$ cat src/hw/rtl/lac_pkg.sv
// Shared types and constants for the lift actuator controller.
// No dependencies; imported by every module of the block.
`default_nettype none

package lac_pkg;

	localparam int DEB_W      = 8;
	localparam int RUN_W      = 16;
	localparam int TICK_W     = 10;
	localparam int CFG_IDX_W  = 3;
	localparam int CFG_DATA_W = 16;

	localparam logic [DEB_W-1:0]  DEB_ON_RST    = DEB_W'(50);
	localparam logic [DEB_W-1:0]  DEB_OFF_RST   = DEB_W'(50);
	localparam logic [RUN_W-1:0]  UP_LIMIT_RST  = RUN_W'(60);
	localparam logic [RUN_W-1:0]  DN_LIMIT_RST  = RUN_W'(60);
	localparam logic [RUN_W-1:0]  SLEEP_RST     = RUN_W'(300);
	localparam logic [TICK_W-1:0] TPS_RST       = TICK_W'(1000);

	// Press mask codes
	localparam logic [3:0] MASK_NONE = 4'b0000;
	localparam logic [3:0] MASK_UP   = 4'b0001;
	localparam logic [3:0] MASK_DOWN = 4'b0010;
	localparam logic [3:0] MASK_C    = 4'b0100;
	localparam logic [3:0] MASK_D    = 4'b1000;

	typedef enum logic [1:0] {
		MODE_IDLE    = 2'd0,
		MODE_RUNNING = 2'd1,
		MODE_UPLIMIT = 2'd2,
		MODE_TIMEOUT = 2'd3
	} mode_t;

	typedef enum logic [CFG_IDX_W-1:0] {
		REG_DEB_ON   = 3'd0,
		REG_DEB_OFF  = 3'd1,
		REG_UP_LIMIT = 3'd2,
		REG_DN_LIMIT = 3'd3,
		REG_SLEEP    = 3'd4,
		REG_TPS      = 3'd5
	} cfg_reg_t;

	typedef struct packed {
		logic [DEB_W-1:0]  deb_on;
		logic [DEB_W-1:0]  deb_off;
		logic [RUN_W-1:0]  up_limit;
		logic [RUN_W-1:0]  dn_limit;
		logic [RUN_W-1:0]  sleep_after;
		logic [TICK_W-1:0] tps;
	} cfg_t;

	typedef struct packed {
		logic up_button;
		logic up_remote_n;
		logic down_button;
		logic down_remote_n;
		logic remote_c;
		logic remote_d;
	} raw_btn_t;

	typedef struct packed {
		logic       accepted;
		logic [3:0] mask;
	} deb_stat_t;

	typedef struct packed {
		logic  up_on;
		logic  down_on;
		mode_t mode;
		logic  sleep;
	} motion_t;

endpackage

`default_nettype wire

$ cat src/hw/rtl/lift_actuator_controller.sv
// Top level of the lift actuator controller: config registers, handshake, result register.
// Depends on lac_pkg, lac_debounce and lac_motion.
`default_nettype none

// One request is one millisecond tick of raw button, remote and limit-switch
// levels. The block takes a tick in every clock cycle while results are taken:
// the debounce counters, state machine and timers update from the accepted
// tick, and the result appears in the output register on the next cycle. A result
// that is not taken holds the input off until it is taken; a new tick is
// accepted in the same cycle that the waiting result leaves. Configuration
// writes are accepted at once, at any time; write only while no tick is in
// flight. Register indexes 6 and 7 are ignored.
module lift_actuator_controller (
	input  wire logic                             clk,
	input  wire logic                             arst_n,
	input  wire logic                             cfg_valid,
	output logic                                  cfg_ready,
	input  wire logic [lac_pkg::CFG_IDX_W-1:0]    cfg_index,
	input  wire logic [lac_pkg::CFG_DATA_W-1:0]   cfg_data,
	input  wire logic                             in_valid,
	output logic                                  in_ready,
	input  wire logic                             up_button,
	input  wire logic                             up_remote_n,
	input  wire logic                             down_button,
	input  wire logic                             down_remote_n,
	input  wire logic                             remote_c,
	input  wire logic                             remote_d,
	input  wire logic                             up_travel_free,
	output logic                                  out_valid,
	input  wire logic                             out_ready,
	output logic                                  up_drive,
	output logic                                  down_drive,
	output logic [1:0]                            lift_state,
	output logic [3:0]                            debounced_buttons,
	output logic                                  debounce_busy,
	output logic                                  sleep_request
);
	import lac_pkg::*;

	cfg_t      cfg_q;
	raw_btn_t  raw;
	deb_stat_t deb;
	motion_t   nxt;
	logic      step;
	logic      out_valid_q;

	assign cfg_ready = 1'b1;

	always_ff @(posedge clk or negedge arst_n) begin
		if (!arst_n) begin
			cfg_q.deb_on      <= DEB_ON_RST;
			cfg_q.deb_off     <= DEB_OFF_RST;
			cfg_q.up_limit    <= UP_LIMIT_RST;
			cfg_q.dn_limit    <= DN_LIMIT_RST;
			cfg_q.sleep_after <= SLEEP_RST;
			cfg_q.tps         <= TPS_RST;
		end else if (cfg_valid) begin
			unique case (cfg_index)
				REG_DEB_ON:   cfg_q.deb_on      <= cfg_data[DEB_W-1:0];
				REG_DEB_OFF:  cfg_q.deb_off     <= cfg_data[DEB_W-1:0];
				REG_UP_LIMIT: cfg_q.up_limit    <= cfg_data[RUN_W-1:0];
				REG_DN_LIMIT: cfg_q.dn_limit    <= cfg_data[RUN_W-1:0];
				REG_SLEEP:    cfg_q.sleep_after <= cfg_data[RUN_W-1:0];
				REG_TPS:      cfg_q.tps         <= cfg_data[TICK_W-1:0];
				default: begin
				end
			endcase
		end
	end

	assign in_ready = !out_valid_q || out_ready;
	assign step     = in_valid && in_ready;

	assign raw.up_button     = up_button;
	assign raw.up_remote_n   = up_remote_n;
	assign raw.down_button   = down_button;
	assign raw.down_remote_n = down_remote_n;
	assign raw.remote_c      = remote_c;
	assign raw.remote_d      = remote_d;

	lac_debounce u_debounce (
		.clk    (clk),
		.arst_n (arst_n),
		.step   (step),
		.raw    (raw),
		.cfg    (cfg_q),
		.stat   (deb)
	);

	lac_motion u_motion (
		.clk            (clk),
		.arst_n         (arst_n),
		.step           (step),
		.deb            (deb),
		.up_travel_free (up_travel_free),
		.cfg            (cfg_q),
		.nxt            (nxt)
	);

	always_ff @(posedge clk or negedge arst_n) begin
		if (!arst_n)
			out_valid_q <= 1'b0;
		else if (step)
			out_valid_q <= 1'b1;
		else if (out_ready)
			out_valid_q <= 1'b0;
	end

	always_ff @(posedge clk) begin
		if (step) begin
			up_drive          <= nxt.up_on;
			down_drive        <= nxt.down_on;
			lift_state        <= nxt.mode;
			debounced_buttons <= deb.accepted ? deb.mask : MASK_NONE;
			debounce_busy     <= !deb.accepted;
			sleep_request     <= nxt.sleep;
		end
	end

	assign out_valid = out_valid_q;

`ifndef SYNTH
	a_busy_no_buttons: assert property (@(posedge clk) disable iff (!arst_n)
		out_valid && debounce_busy |-> debounced_buttons == MASK_NONE)
		else $error("buttons reported while debounce busy");

	a_drive_matches_mode: assert property (@(posedge clk) disable iff (!arst_n)
		out_valid |-> ((lift_state == MODE_RUNNING) == (up_drive ^ down_drive)) &&
			!(up_drive && down_drive))
		else $error("solenoid drive inconsistent with lift state");

	a_accept_gives_result: assert property (@(posedge clk) disable iff (!arst_n)
		in_valid && in_ready |=> out_valid)
		else $error("accepted tick produced no result");
`endif

endmodule

`default_nettype wire

$ cat src/hw/rtl/lac_debounce.sv
// Press mask merge and on/off debounce counters.
// Depends on lac_pkg.
`default_nettype none

module lac_debounce (
	input  wire logic              clk,
	input  wire logic              arst_n,
	input  wire logic              step,
	input  wire lac_pkg::raw_btn_t raw,
	input  wire lac_pkg::cfg_t     cfg,
	output lac_pkg::deb_stat_t     stat
);
	import lac_pkg::*;

	logic [3:0]       mask;
	logic             single;
	logic [DEB_W-1:0] press_q, release_q;
	logic [DEB_W-1:0] press_d, release_d;

	always_comb begin
		mask = {raw.remote_d, raw.remote_c,
			raw.down_button | ~raw.down_remote_n,
			raw.up_button | ~raw.up_remote_n};
		single = (mask == MASK_UP) || (mask == MASK_DOWN) ||
			(mask == MASK_C) || (mask == MASK_D);
		press_d   = press_q;
		release_d = release_q;
		if (mask == MASK_NONE) begin
			press_d = '0;
			if (release_q < cfg.deb_off)
				release_d = release_q + DEB_W'(1);
		end else if (single) begin
			release_d = '0;
			if (press_q < cfg.deb_on)
				press_d = press_q + DEB_W'(1);
		end else begin
			// several presses: restart both
			press_d   = '0;
			release_d = '0;
		end
		stat.mask     = mask;
		stat.accepted = (press_d >= cfg.deb_on) || (release_d >= cfg.deb_off);
	end

	always_ff @(posedge clk or negedge arst_n) begin
		if (!arst_n) begin
			press_q   <= '0;
			release_q <= '0;
		end else if (step) begin
			press_q   <= press_d;
			release_q <= release_d;
		end
	end

endmodule

`default_nettype wire

$ cat src/hw/rtl/lac_motion.sv
// Lift state machine, run timer, seconds prescaler and inactivity counter.
// Depends on lac_pkg; fed by lac_debounce.
`default_nettype none

module lac_motion (
	input  wire logic               clk,
	input  wire logic               arst_n,
	input  wire logic               step,
	input  wire lac_pkg::deb_stat_t deb,
	input  wire logic               up_travel_free,
	input  wire lac_pkg::cfg_t      cfg,
	output lac_pkg::motion_t        nxt
);
	import lac_pkg::*;

	mode_t             mode_q, mode_d;
	logic              up_q, up_d, dn_q, dn_d;
	logic [RUN_W-1:0]  run_q, run_d;
	logic [RUN_W-1:0]  idle_q, idle_d;
	logic [TICK_W-1:0] tick_q, tick_d;
	logic              sleep_d;

	always_ff @(posedge clk or negedge arst_n) begin
		if (!arst_n) begin
			mode_q <= MODE_IDLE;
			up_q   <= 1'b0;
			dn_q   <= 1'b0;
			run_q  <= '0;
			idle_q <= '0;
			tick_q <= '0;
		end else if (step) begin
			mode_q <= mode_d;
			up_q   <= up_d;
			dn_q   <= dn_d;
			run_q  <= run_d;
			idle_q <= idle_d;
			tick_q <= tick_d;
		end
	end

	always_comb begin
		mode_d  = mode_q;
		up_d    = up_q;
		dn_d    = dn_q;
		run_d   = run_q;
		idle_d  = idle_q;
		tick_d  = tick_q + TICK_W'(1);
		sleep_d = 1'b0;

		if (deb.accepted) begin
			if (deb.mask == MASK_NONE) begin
				up_d   = 1'b0;
				dn_d   = 1'b0;
				mode_d = MODE_IDLE;
				run_d  = '0;
			end
			unique case (mode_d)
				MODE_IDLE: begin
					if (deb.mask == MASK_UP && !up_travel_free) begin
						mode_d = MODE_UPLIMIT;
					end else if (deb.mask == MASK_UP) begin
						dn_d   = 1'b0;
						up_d   = 1'b1;
						mode_d = MODE_RUNNING;
						run_d  = cfg.up_limit;
					end else if (deb.mask == MASK_DOWN) begin
						up_d   = 1'b0;
						dn_d   = 1'b1;
						mode_d = MODE_RUNNING;
						run_d  = cfg.dn_limit;
					end
				end
				MODE_RUNNING: begin
					if (deb.mask == MASK_UP && !up_travel_free) begin
						up_d   = 1'b0;
						dn_d   = 1'b0;
						mode_d = MODE_UPLIMIT;
					end
					// timeout wins over the limit switch
					if (run_d == RUN_W'(1)) begin
						up_d   = 1'b0;
						dn_d   = 1'b0;
						mode_d = MODE_TIMEOUT;
					end
				end
				default: begin
				end
			endcase
			if (mode_d != MODE_IDLE)
				idle_d = '0;
		end

		if (tick_d >= cfg.tps) begin
			tick_d = '0;
			if (run_d != '0)
				run_d = run_d - RUN_W'(1);
			if (idle_d < cfg.sleep_after)
				idle_d = idle_d + RUN_W'(1);
			if (idle_d >= cfg.sleep_after) begin
				idle_d  = '0;
				sleep_d = 1'b1;
			end
		end

		nxt.up_on   = up_d;
		nxt.down_on = dn_d;
		nxt.mode    = mode_d;
		nxt.sleep   = sleep_d;
	end

endmodule

`default_nettype wire
$ cat config.mk
export PLATFORM = sky130hd
export DESIGN_NAME = lift_actuator_controller
export DESIGN_NICKNAME = d
export VERILOG_FILES = /design/src/hw/rtl/lac_pkg.sv /design/src/hw/rtl/lift_actuator_controller.sv /design/src/hw/rtl/lac_debounce.sv /design/src/hw/rtl/lac_motion.sv
export SDC_FILE = /design/constraint.sdc
export NUM_CORES = 1
export LEC_CHECK = 0
export BUFFER_PORTS_ARGS = -buffer_cell sky130_fd_sc_hd__clkbuf_2
export CELL_PAD_IN_SITES_DETAIL_PLACEMENT = 0
export CELL_PAD_IN_SITES_GLOBAL_PLACEMENT = 1
export CORE_MARGIN = 2
export CORE_UTILIZATION = 34
export CTS_BUF_LIST = sky130_fd_sc_hd__clkbuf_4 sky130_fd_sc_hd__clkbuf_8
export CTS_CLUSTER_SIZE = 12
export DETAILED_ROUTE_END_ITERATION = 7
export PLACE_DENSITY = 0.64
export SLEW_MARGIN = 30
export SYNTH_ARGS = -nofsm -noshare
export SYNTH_HDL_FRONTEND = slang
export SYNTH_SLANG_ARGS = --single-unit
$ cat constraint.sdc
create_clock -name clk -period 11 [get_ports clk]
set_input_delay 1.65 -clock clk [delete_from_list [all_inputs] [get_ports clk]]
set_output_delay 1.65 -clock clk [all_outputs]
set_load 0.005 [all_outputs]
; ---- Yosys cells after proc, flatten, opt, wreduce, memory -nomap -nowiden
; Cells that the tools add are included.
[totals]
register_bits = 147
in_bits = 31
out_inout_bits = 13
word_cells = 120
[classes]
add_sub_neg = 5
magnitude_cmp = 7
eq_ne = 11
n_mux = 50
bitwise_logic = 4
n_reduce_logical = 22
[ops]
columns = op, n
row1 = 16-bit two-way mux, 15
row2 = 8-bit two-way mux, 5
row3 = 2-bit two-way mux, 9
row4 = 1-bit two-way mux, 17
row5 = 16-bit by 1-bit adder with 16-bit output (second input constant), 1
row6 = 8-bit by 1-bit adder with 8-bit output (second input constant), 2
row7 = 16-bit by 1-bit equality test with 1-bit output (second input constant), 1
row8 = 16-bit greater-or-equal comparator, 1
row9 = 8-bit greater-or-equal comparator, 2
row10 = 16-bit less-than comparator, 1
row11 = 8-bit less-than comparator, 2
row12 = 16-bit nonzero test, 1
row13 = 16-bit by 1-bit subtractor with 16-bit output (second input constant), 1
row14 = 2-bit AND reduction, 6
row15 = 10-bit by 1-bit adder with 10-bit output (second input constant), 1
row16 = 10-bit greater-or-equal comparator, 1
row17 = 10-bit two-way mux, 1
row18 = 3-bit by 2-bit equality test with 1-bit output (second input constant), 2
row19 = 3-bit equality test (second input constant), 2
row20 = 1-bit logical OR, 5
row21 = 4-bit by 1-bit equality test with 1-bit output (second input constant), 1
row22 = 4-bit by 2-bit equality test with 1-bit output (second input constant), 1
row23 = 4-bit by 3-bit equality test with 1-bit output (second input constant), 1
row24 = 4-bit equality test (second input constant), 1
row25 = 12 further kinds, 19

; ---- Longest topological paths before layout
; Gate-level depths: netlist of run 1.
[depth]
depth_word = 25
depth_mapped = 40
depth_no_buf = 36

; ---- Hierarchy
; A second synthesis of run 1 with hierarchy kept.
[unflattened]
cells_unflattened = 1014
area_unflattened_um2 = 10078.4
[modules_own_cells]
columns = module, n_inst, cells_per_inst, area_per_inst_um2
row1 = lac_motion, 1, 606, 4875.9
row2 = lift_actuator_controller, 1, 182, 3285.7
row3 = lac_debounce, 1, 226, 1916.8

; ---- Worst setup path after synthesis of run 1
; OpenSTA, ideal clock, no wires.
[synth_timing]
path_type = input -> register
from = input remote_d
to = register u_motion.idle_q[10]
arrival_time_ns = 8.772
t_required_ns = 10.917
slack_ns = 2.145
path_stages = 33
path_buffers = 6
cell_sequence = or2_1 buf_6 nor3_1 clkbuf_1 clkbuf_1 nor2_1 a21oi_1 ha_1 a21o_1 a221oi_4 o211ai_2 o21ai_2 buf_2 buf_1 nand2_1 inv_1 ha_1 a21o_1 a21o_1 a21oi_1 o221a_2 nand4_1 or3_1 xnor2_1 ha_1 a2111oi_0 nor2b_1 a221oi_1 o32a_1 or2_2 clkbuf_1 or4_1 o21ai_0
[synth_lines]
columns = element, line
row1 = from (decl), lift_actuator_controller.sv:27  ; input wire logic remote_d,
row2 = 4-bit by 1-bit equality test with 1-bit output / 4-bit by 2-bit equality test with 1-bit output (equally long branches), lac_debounce.sv:24  ; single = (mask == MASK_UP) || (mask == MASK_DOWN) ||
row3 = 1-bit logical OR (2 in a row), lac_debounce.sv:24
row4 = 1-bit logical OR, lac_debounce.sv:25  ; (mask == MASK_C) || (mask == MASK_D);
row5 = 8-bit two-way mux, lac_debounce.sv:32  ; end else if (single) begin
row6 = 8-bit two-way mux *, lac_debounce.sv:28  ; if (mask == MASK_NONE) begin
row7 = named net u_debounce.press_d[6], lac_debounce.sv:18  ; logic [DEB_W-1:0] press_d, release_d;
row8 = 8-bit greater-or-equal comparator *, lac_debounce.sv:42  ; stat.accepted = (press_d >= cfg.deb_on) || (release_d >= cfg.deb_off);
row9 = 1-bit logical OR *, lac_debounce.sv:42
row10 = 16-bit two-way mux *, lac_motion.sv:50  ; if (deb.accepted) begin
row11 = 16-bit by 1-bit adder with 16-bit output / 16-bit less-than comparator (equally long branches), "lac_motion.sv:98, lac_motion.sv:97"
row12 = 16-bit two-way mux, lac_motion.sv:97  ; if (idle_d < cfg.sleep_after)
row13 = 16-bit two-way mux, lac_motion.sv:93  ; if (tick_d >= cfg.tps) begin
row14 = 16-bit greater-or-equal comparator, lac_motion.sv:99  ; if (idle_d >= cfg.sleep_after) begin
row15 = 16-bit two-way mux, lac_motion.sv:99
row16 = 16-bit two-way mux *, lac_motion.sv:93
row17 = to (signal assigned), lac_motion.sv:36  ; idle_q <= idle_d;
row18 = to (decl), lac_motion.sv:19  ; logic [RUN_W-1:0] idle_q, idle_d;
; Mark *: on every way through the listed nets, which the timed path passes. The rest lies on a longest branch. The select of a mux whose other input is x is not followed.
; A chain may end at the register's enable or synchronous reset.

; ---- Worst setup path after layout of run 1
[layout_timing]
from = register cfg_q[67] in the netlist's numbering
to = register u_motion.idle_q[10]
[layout_between]
elab_chain_len = 13
[layout_rtl]
columns = element, line
row1 = from (decl), lift_actuator_controller.sv:40  ; cfg_t cfg_q;
row2 = 8-bit less-than comparator *, lac_debounce.sv:34  ; if (press_q < cfg.deb_on)
row3 = 8-bit two-way mux *, lac_debounce.sv:34
row4 = 8-bit two-way mux *, lac_debounce.sv:32
row5 = 8-bit two-way mux *, lac_debounce.sv:28
row6 = named net u_debounce.press_d[6], lac_debounce.sv:18
row7 = 8-bit greater-or-equal comparator *, lac_debounce.sv:42
row8 = 1-bit logical OR *, lac_debounce.sv:42
row9 = 16-bit two-way mux *, lac_motion.sv:50
row10 = 16-bit by 1-bit adder with 16-bit output / 16-bit less-than comparator (equally long branches), "lac_motion.sv:98, lac_motion.sv:97"
row11 = 16-bit two-way mux, lac_motion.sv:97
row12 = 16-bit two-way mux, lac_motion.sv:93
row13 = 16-bit greater-or-equal comparator, lac_motion.sv:99
row14 = 16-bit two-way mux, lac_motion.sv:99
row15 = 16-bit two-way mux *, lac_motion.sv:93
; Marks and branches as above.

==> results of run 1 <==
[report_power, final]
part           switching (W)  internal, W  leakage (nW)
combinational       0.000238     0.000173          2.95
clock               0.000248     0.000215         0.201
sequential         0.0000591     0.000642          1.76
[worst paths after layout]
kind / end / slack [ns] / cells past startpoint / start
min reg2reg: u_motion.idle_q[15] / 0.47 / 1 / u_motion.idle_q[15]
min in group asynchronous: u_debounce.press_q[6] / 1.21 / 1 / arst_n
max: u_motion.idle_q[10] / 1.37 / 32 / cfg_q[67]
min: u_motion.idle_q[15] / 0.47 / 1 / u_motion.idle_q[15]
max in group asynchronous: cfg_q[27] / 8.52 / 2 / arst_n
max reg2reg: u_motion.idle_q[10] / 1.37 / 32 / cfg_q[67]
[cell usage after synthesis, drive strengths merged, types with 14 or more instances]
cell type    n
a21o        21
a21oi       49
and2        16
and3        15
clkbuf      35
dfrtp      113
dfstp       24
ha          77
inv         58
mux2        53
nand2      113
nand2b      14
nand3       33
nor2        62
nor3        28
o21ai      103
or3         14
xnor2       23
[layout make-up]
| class | count | area, um^2 |
|---|---|---|
| timing repair buffer | 58 | 337 |
| fill | 2940 | 17800 |
| inverter | 58 | 218 |
| clock inverter | 14 | 164 |
| multi-input combinational | 831 | 5880 |
| sequential | 147 | 3760 |
| clock buffer | 18 | 248 |
| tap | 384 | 480 |
[routing by layer]
layer	share of wire, %	vias to the layer above
li1	-	4049
met4	1.1	0
met5	0	-
met2	47	186
met3	4.0	26
met1	47	3887
[sequential cells by signal, indices dropped and copies added, names as in the netlist]
signal,flops
lift_state,2
debounce_busy,1
u_debounce.press_q,8
down_drive,1
u_motion.tick_q,10
out_valid,1
u_debounce.release_q,8
u_motion.up_q,1
cfg_q,74
debounced_buttons,4
sleep_request,1
u_motion.mode_q,2
u_motion.dn_q,1
up_drive,1
u_motion.idle_q,16
u_motion.run_q,16
[stage by stage]
step | cells | total power, W | hold WS (ns) | area, um^2 | setup WS (ns)
3_5_place_dp | 1477 | 0.00113 | 0.458 | 10700 | 1.12
5_1_grt | 1510 | 0.00169 | 0.491 | 11100 | 0.701
6_report | 1510 | 0.00158 | 0.467 | 11100 | 1.37
3_3_place_gp | 1477 | 0.00112 | 0.459 | 10700 | 1.17
2_1_floorplan | 1081 | 0.000999 | 0.443 | 10000 | 2.15
4_1_cts | 1509 | 0.00159 | 0.472 | 11100 | 1.36
[logic make-up (layout without fill, tap and decap cells)]
family                   after synthesis  in the layout
AO/OA/AOI/OAI                        294            294
buffers and inverters                103            148
other                                  1              1
flip-flops                           147            147
adder cells (fa/ha/maj)               77             77
AND/OR/NAND/NOR                      358            358
multiplexers                          66             66
XOR/XNOR                              35             35
==> results.sh, run 1 <==
export IMPL_overflow=0
export IMPL_start_util_pct=34.7
export IMPL_tightest_slew_ns=0.878
export IMPL_synth_compound_area_share_pct=20.3
export IMPL_power_density_nw_per_um2=142
export IMPL_cp_arrival_ns=10.02
export IMPL_cp_max_fo=22
export IMPL_die_area_um2=30800
export IMPL_synth_xor_area_share_pct=3.06
export IMPL_cts_tree="built"
export IMPL_postCtsSetupBuffers=0
export IMPL_clk_pin_slew_ns=0.10
export IMPL_synthFlopType="dfrtp_1"
export IMPL_slowest_stage="o32a_1"
export IMPL_vias=8148
export IMPL_synth_edff_count=10
export IMPL_gr_usage_met2_pct=29.5
export IMPL_top_usage_layer="met2"
export IMPL_worst_path_most_repeated_cell="a21o_1"
export IMPL_post_drt_wl_per_cell_um=17.4
export IMPL_synth_seq_cells=147
export IMPL_synth_mux_area_share_pct=7.31
export IMPL_leakage_nw=4.91
export IMPL_rsz0062_at_grt="false"
export IMPL_gp_congestion=0.783
export IMPL_io_buffers=42
export IMPL_post_cts_resized=0
export IMPL_synth_seq_area_share_pct=37.6
export IMPL_use_met1_pct=24.1
export IMPL_io_pins=44
export IMPL_layout_common_cells="113 x dfrtp_1, 112 x nand2_1, 96 x o21ai_0"
export IMPL_antenna_found_initial=1
export IMPL_nNetsFinal=1221
export IMPL_drt_total_wl_um=26200
export IMPL_die_h_um=176
export IMPL_cp_top_family="compound AO/OA/AOI/OAI gates"
export IMPL_syn_inst=1081
export IMPL_syn_to_final_growth_pct=10.8
export IMPL_synthesis_nets=1189
export IMPL_synth_top_family_by_area="compound AO/OA/AOI/OAI gates"
export IMPL_hold_buffers=0
export IMPL_cts_made_buffers=17
export IMPL_hold_path_class="flop to flop"
export IMPL_grt_use_met3_pct=2.81
export IMPL_synthArstFlopShare_pct=93.2
export IMPL_status="complete, no violations"
export IMPL_hold_viol_final=0
export IMPL_dp_hpwl_um=18800
export IMPL_setup_tns_ns=0
export IMPL_layout_commonest_cell="dfrtp_1"
export IMPL_coreArea_um2=28900
export IMPL_ys_warn_count=0
export IMPL_synth_area_leaders="dfrtp_1 28%, ha_1 9.6%, dfstp_2 6.3%"
export IMPL_path_buf_inv=1
export IMPL_diodes=0
export IMPL_ir_drop_mv=0.0801
export IMPL_clockRootBuffer="clkbuf_8"
export IMPL_first_iter_violations=547
export IMPL_slew_headroom_pct=41.5
export IMPL_clock_sinks=147
export IMPL_cp_end_kind="flop"
export IMPL_min_period_ns=9.63
export IMPL_avgSynthCellArea_um2=9.25
export IMPL_critPathKind="flop to flop"
export IMPL_grt_max_degree=86
export IMPL_grt_pass1_vias=7941
export IMPL_slowest_delay_ns=0.64
export IMPL_clock_latency_ns=0.47
export IMPL_synth_fa_ha_area_share_pct=9.63
export IMPL_rows=62
export IMPL_drc=0
export IMPL_drtAntennaViolNets=0
export IMPL_grtUsageTotal_pct=17.8
export IMPL_setup_violations=0
export IMPL_grt_pass1_wl_um=43500
export IMPL_fin_crit_sh_pct=87.5
export IMPL_report_final_slew_viol_count=0
export IMPL_drtPass1Iterations=6
export IMPL_final_util_pct=38.4
export IMPL_clockBufferDepth=2
export IMPL_synth_largest_area_cell="dfrtp_1"
export IMPL_die_x_um=176
export IMPL_synthSimpleGateAreaFrac_pct=18.0
export IMPL_drive_gt1_share_pct=18.0
export IMPL_syn_area_um2=10000
export IMPL_clock_skew_ns=0.0191
export IMPL_synth_top_area_share_pct=28.3
export IMPL_maxCapViolCount=0
export IMPL_viasPerCell=5.40
export IMPL_htreeDepth=4
export IMPL_startpoint_type="flop"
export IMPL_required_ns=11.39
export IMPL_yosys_cell_types_count=85
export IMPL_fmax_mhz=104
Note: power is estimated with default switching activity, not from simulation.
==> run 2, diff against run 1 <==
--- a/config.mk
+++ b/config.mk
@@ -14,6 +14,7 @@
 export CTS_CLUSTER_SIZE = 12
 export DETAILED_ROUTE_END_ITERATION = 7
 export PLACE_DENSITY = 0.64
+export REMOVE_ABC_BUFFERS = 1
 export SLEW_MARGIN = 30
 export SYNTH_ARGS = -nofsm -noshare
 export SYNTH_HDL_FRONTEND = slang
==> results.sh, run 2 (synthesized netlist as in run 1, its figures left out) <==
export IMPL_clock_sinks=147
export IMPL_largest_reg_flops=74
export IMPL_dp_hpwl_um=19300
export IMPL_grt_use_met3_pct=2.55
export IMPL_htreeDepth=4
export IMPL_grt_pass1_vias=7919
export IMPL_viasPerCell=5.38
export IMPL_clock_power_share_pct=28.9
export IMPL_diodes=0
export IMPL_maxCapViolCount=0
export IMPL_cts_tree="built"
export IMPL_power_density_nw_per_um2=141
export IMPL_first_iter_violations=564
export IMPL_fin_cells=1511
export IMPL_gp_congestion=0.825
export IMPL_start_util_pct=34.7
export IMPL_gr_usage_met2_pct=29.4
export IMPL_drive_gt1_share_pct=18.1
export IMPL_use_met1_pct=25.5
export IMPL_clk_pin_slew_ns=0.09
export IMPL_die_x_um=176
export IMPL_worst_path_most_repeated_cell="a21o_1"
export IMPL_vias=8132
export IMPL_die_area_um2=30800
export IMPL_postCtsSetupBuffers=0
export IMPL_syn_to_final_growth_pct=10.9
export IMPL_clock_skew_ns=0.0159
export IMPL_grt_max_degree=75
export IMPL_cp_arrival_ns=10.07
export IMPL_power_frac_seq_pct=44.8
export IMPL_setup_violations=0
export IMPL_regMostFlops="cfg_q"
export IMPL_fin_crit_sh_pct=88.0
export IMPL_drtPass1Iterations=7
export IMPL_cts_made_buffers=17
export IMPL_fill_cells=2985
export IMPL_comb_power_share_pct=26.3
export IMPL_dpl_cell_count=1479
export IMPL_grtUsageTotal_pct=18.0
export IMPL_top_regs="cfg_q: 74 flops, u_motion.idle_q: 16 flops, u_motion.run_q: 16 flops"
export IMPL_tightest_slew_ns=0.870
export IMPL_place_area_um2=10700
export IMPL_drc=0
export IMPL_slew_headroom_pct=42.0
export IMPL_coreArea_um2=28900
export IMPL_rsz0062_at_grt="false"
export IMPL_grt_pass1_wl_um=44200
export IMPL_critPathKind="flop to flop"
export IMPL_hold_buffers=0
export IMPL_drt_total_wl_um=27000
export IMPL_post_drt_wl_per_cell_um=17.9
export IMPL_status="complete, no violations"
export IMPL_die_h_um=176
export IMPL_fin_area_um2=11100
export IMPL_cp_end_kind="flop"
export IMPL_layout_common_cells="113 x dfrtp_1, 112 x nand2_1, 96 x o21ai_0"
export IMPL_overflow=0
export IMPL_post_cts_resized=0
export IMPL_slowest_delay_ns=0.64
export IMPL_clockBufferDepth=2
export IMPL_fmax_mhz=103
export IMPL_slowest_stage="o32a_1"
export IMPL_hold_path_class="flop to flop"
export IMPL_clock_latency_ns=0.46
export IMPL_switching_share_pct=34.1
export IMPL_nNetsFinal=1222
export IMPL_clockRootBuffer="clkbuf_8"
export IMPL_ir_drop_mv=0.0737
export IMPL_antenna_found_initial=0
export IMPL_cp_max_fo=22
export IMPL_layout_commonest_cell="dfrtp_1"
export IMPL_netSwitchingPower_w=0.000534
export IMPL_startpoint_type="flop"
export IMPL_top_usage_layer="met2"
export IMPL_whs_ns=0.485
export IMPL_drtAntennaViolNets=0
export IMPL_setup_tns_ns=0
export IMPL_hold_viol_final=0
export IMPL_io_pins=44
export IMPL_report_final_slew_viol_count=0
export IMPL_leakage_nw=4.92
export IMPL_min_period_ns=9.68
export IMPL_p_int_w=0.00103
export IMPL_required_ns=11.39
export IMPL_rows=62
export IMPL_io_buffers=42
run 2: worst paths after layout:
| check | from | endpoint | slack, ns | cells after the start |
|---|---|---|---|---|
| worst min register to register | u_motion.idle_q[15] | u_motion.idle_q[15] | 0.48 | 1 |
| max in group asynchronous | arst_n | u_motion.run_q[8] | 8.42 | 2 |
| worst min-delay path | u_motion.idle_q[15] | u_motion.idle_q[15] | 0.48 | 1 |
| worst max register to register | cfg_q[67] | u_motion.idle_q[10] | 1.32 | 33 |
| min in group asynchronous | arst_n | u_motion.tick_q[2] | 1.23 | 1 |
| worst max-delay path | cfg_q[67] | u_motion.idle_q[10] | 1.32 | 33 |
run 2: area by class of cell:
| cell class | instances | area [um^2] | area share, % |
|---|---|---|---|
| Sequential cell | 147 | 3760 | 33.9 |
| Tap cell | 384 | 480 | 4.33 |
| Multi-Input combinational cell | 831 | 5880 | 53.0 |
| Inverter | 58 | 218 | 1.96 |
| Clock buffer | 19 | 262 | 2.36 |
| Timing Repair Buffer | 59 | 352 | 3.17 |
| Clock inverter | 13 | 148 | 1.33 |
run 2: power by group through the flow:
stage	clock network, W	registers (W)	logic [W]
final	0.000453	0.000701	0.000412
after global routing	0.000487	0.000713	0.000471
after CTS	0.000468	0.000701	0.000418
after detailed placement	0	0.000711	0.000415
after global placement	0	0.000710	0.000409
after floorplan	0	0.000694	0.000296
run 2: critical path: cells and delay by family (launching register included):
family	cells	cell delay, ns
fa+ha+maj	4	1.03
buf+inv	1	0.07
flops	1	0.53
xor+xnor	1	0.17
simple gates	12	3.70
compound gates	15	4.09
run 2: stage by stage:
| step | setup slack, ns | power (W) | utilization (%) |
|---|---|---|---|
| 6_report | 1.32 | 0.00157 | 38.4 |
| 3_5_place_dp | 1.22 | 0.00113 | 37.0 |
| 2_1_floorplan | 1.49 | 0.000991 | - |
| 3_3_place_gp | 1.43 | 0.00112 | 37.0 |
| 5_1_grt | 0.543 | 0.00167 | 38.4 |
| 4_1_cts | 1.34 | 0.00159 | 38.4 |
run 2: per-layer routing:
| layer | vias up | wire length [um] |
|---|---|---|
| met5 | - | 0 |
| met4 | 0 | 172 |
| met3 | 14 | 616 |
| met2 | 113 | 12700 |
| met1 | 3970 | 13500 |
| li1 | 4035 | - |
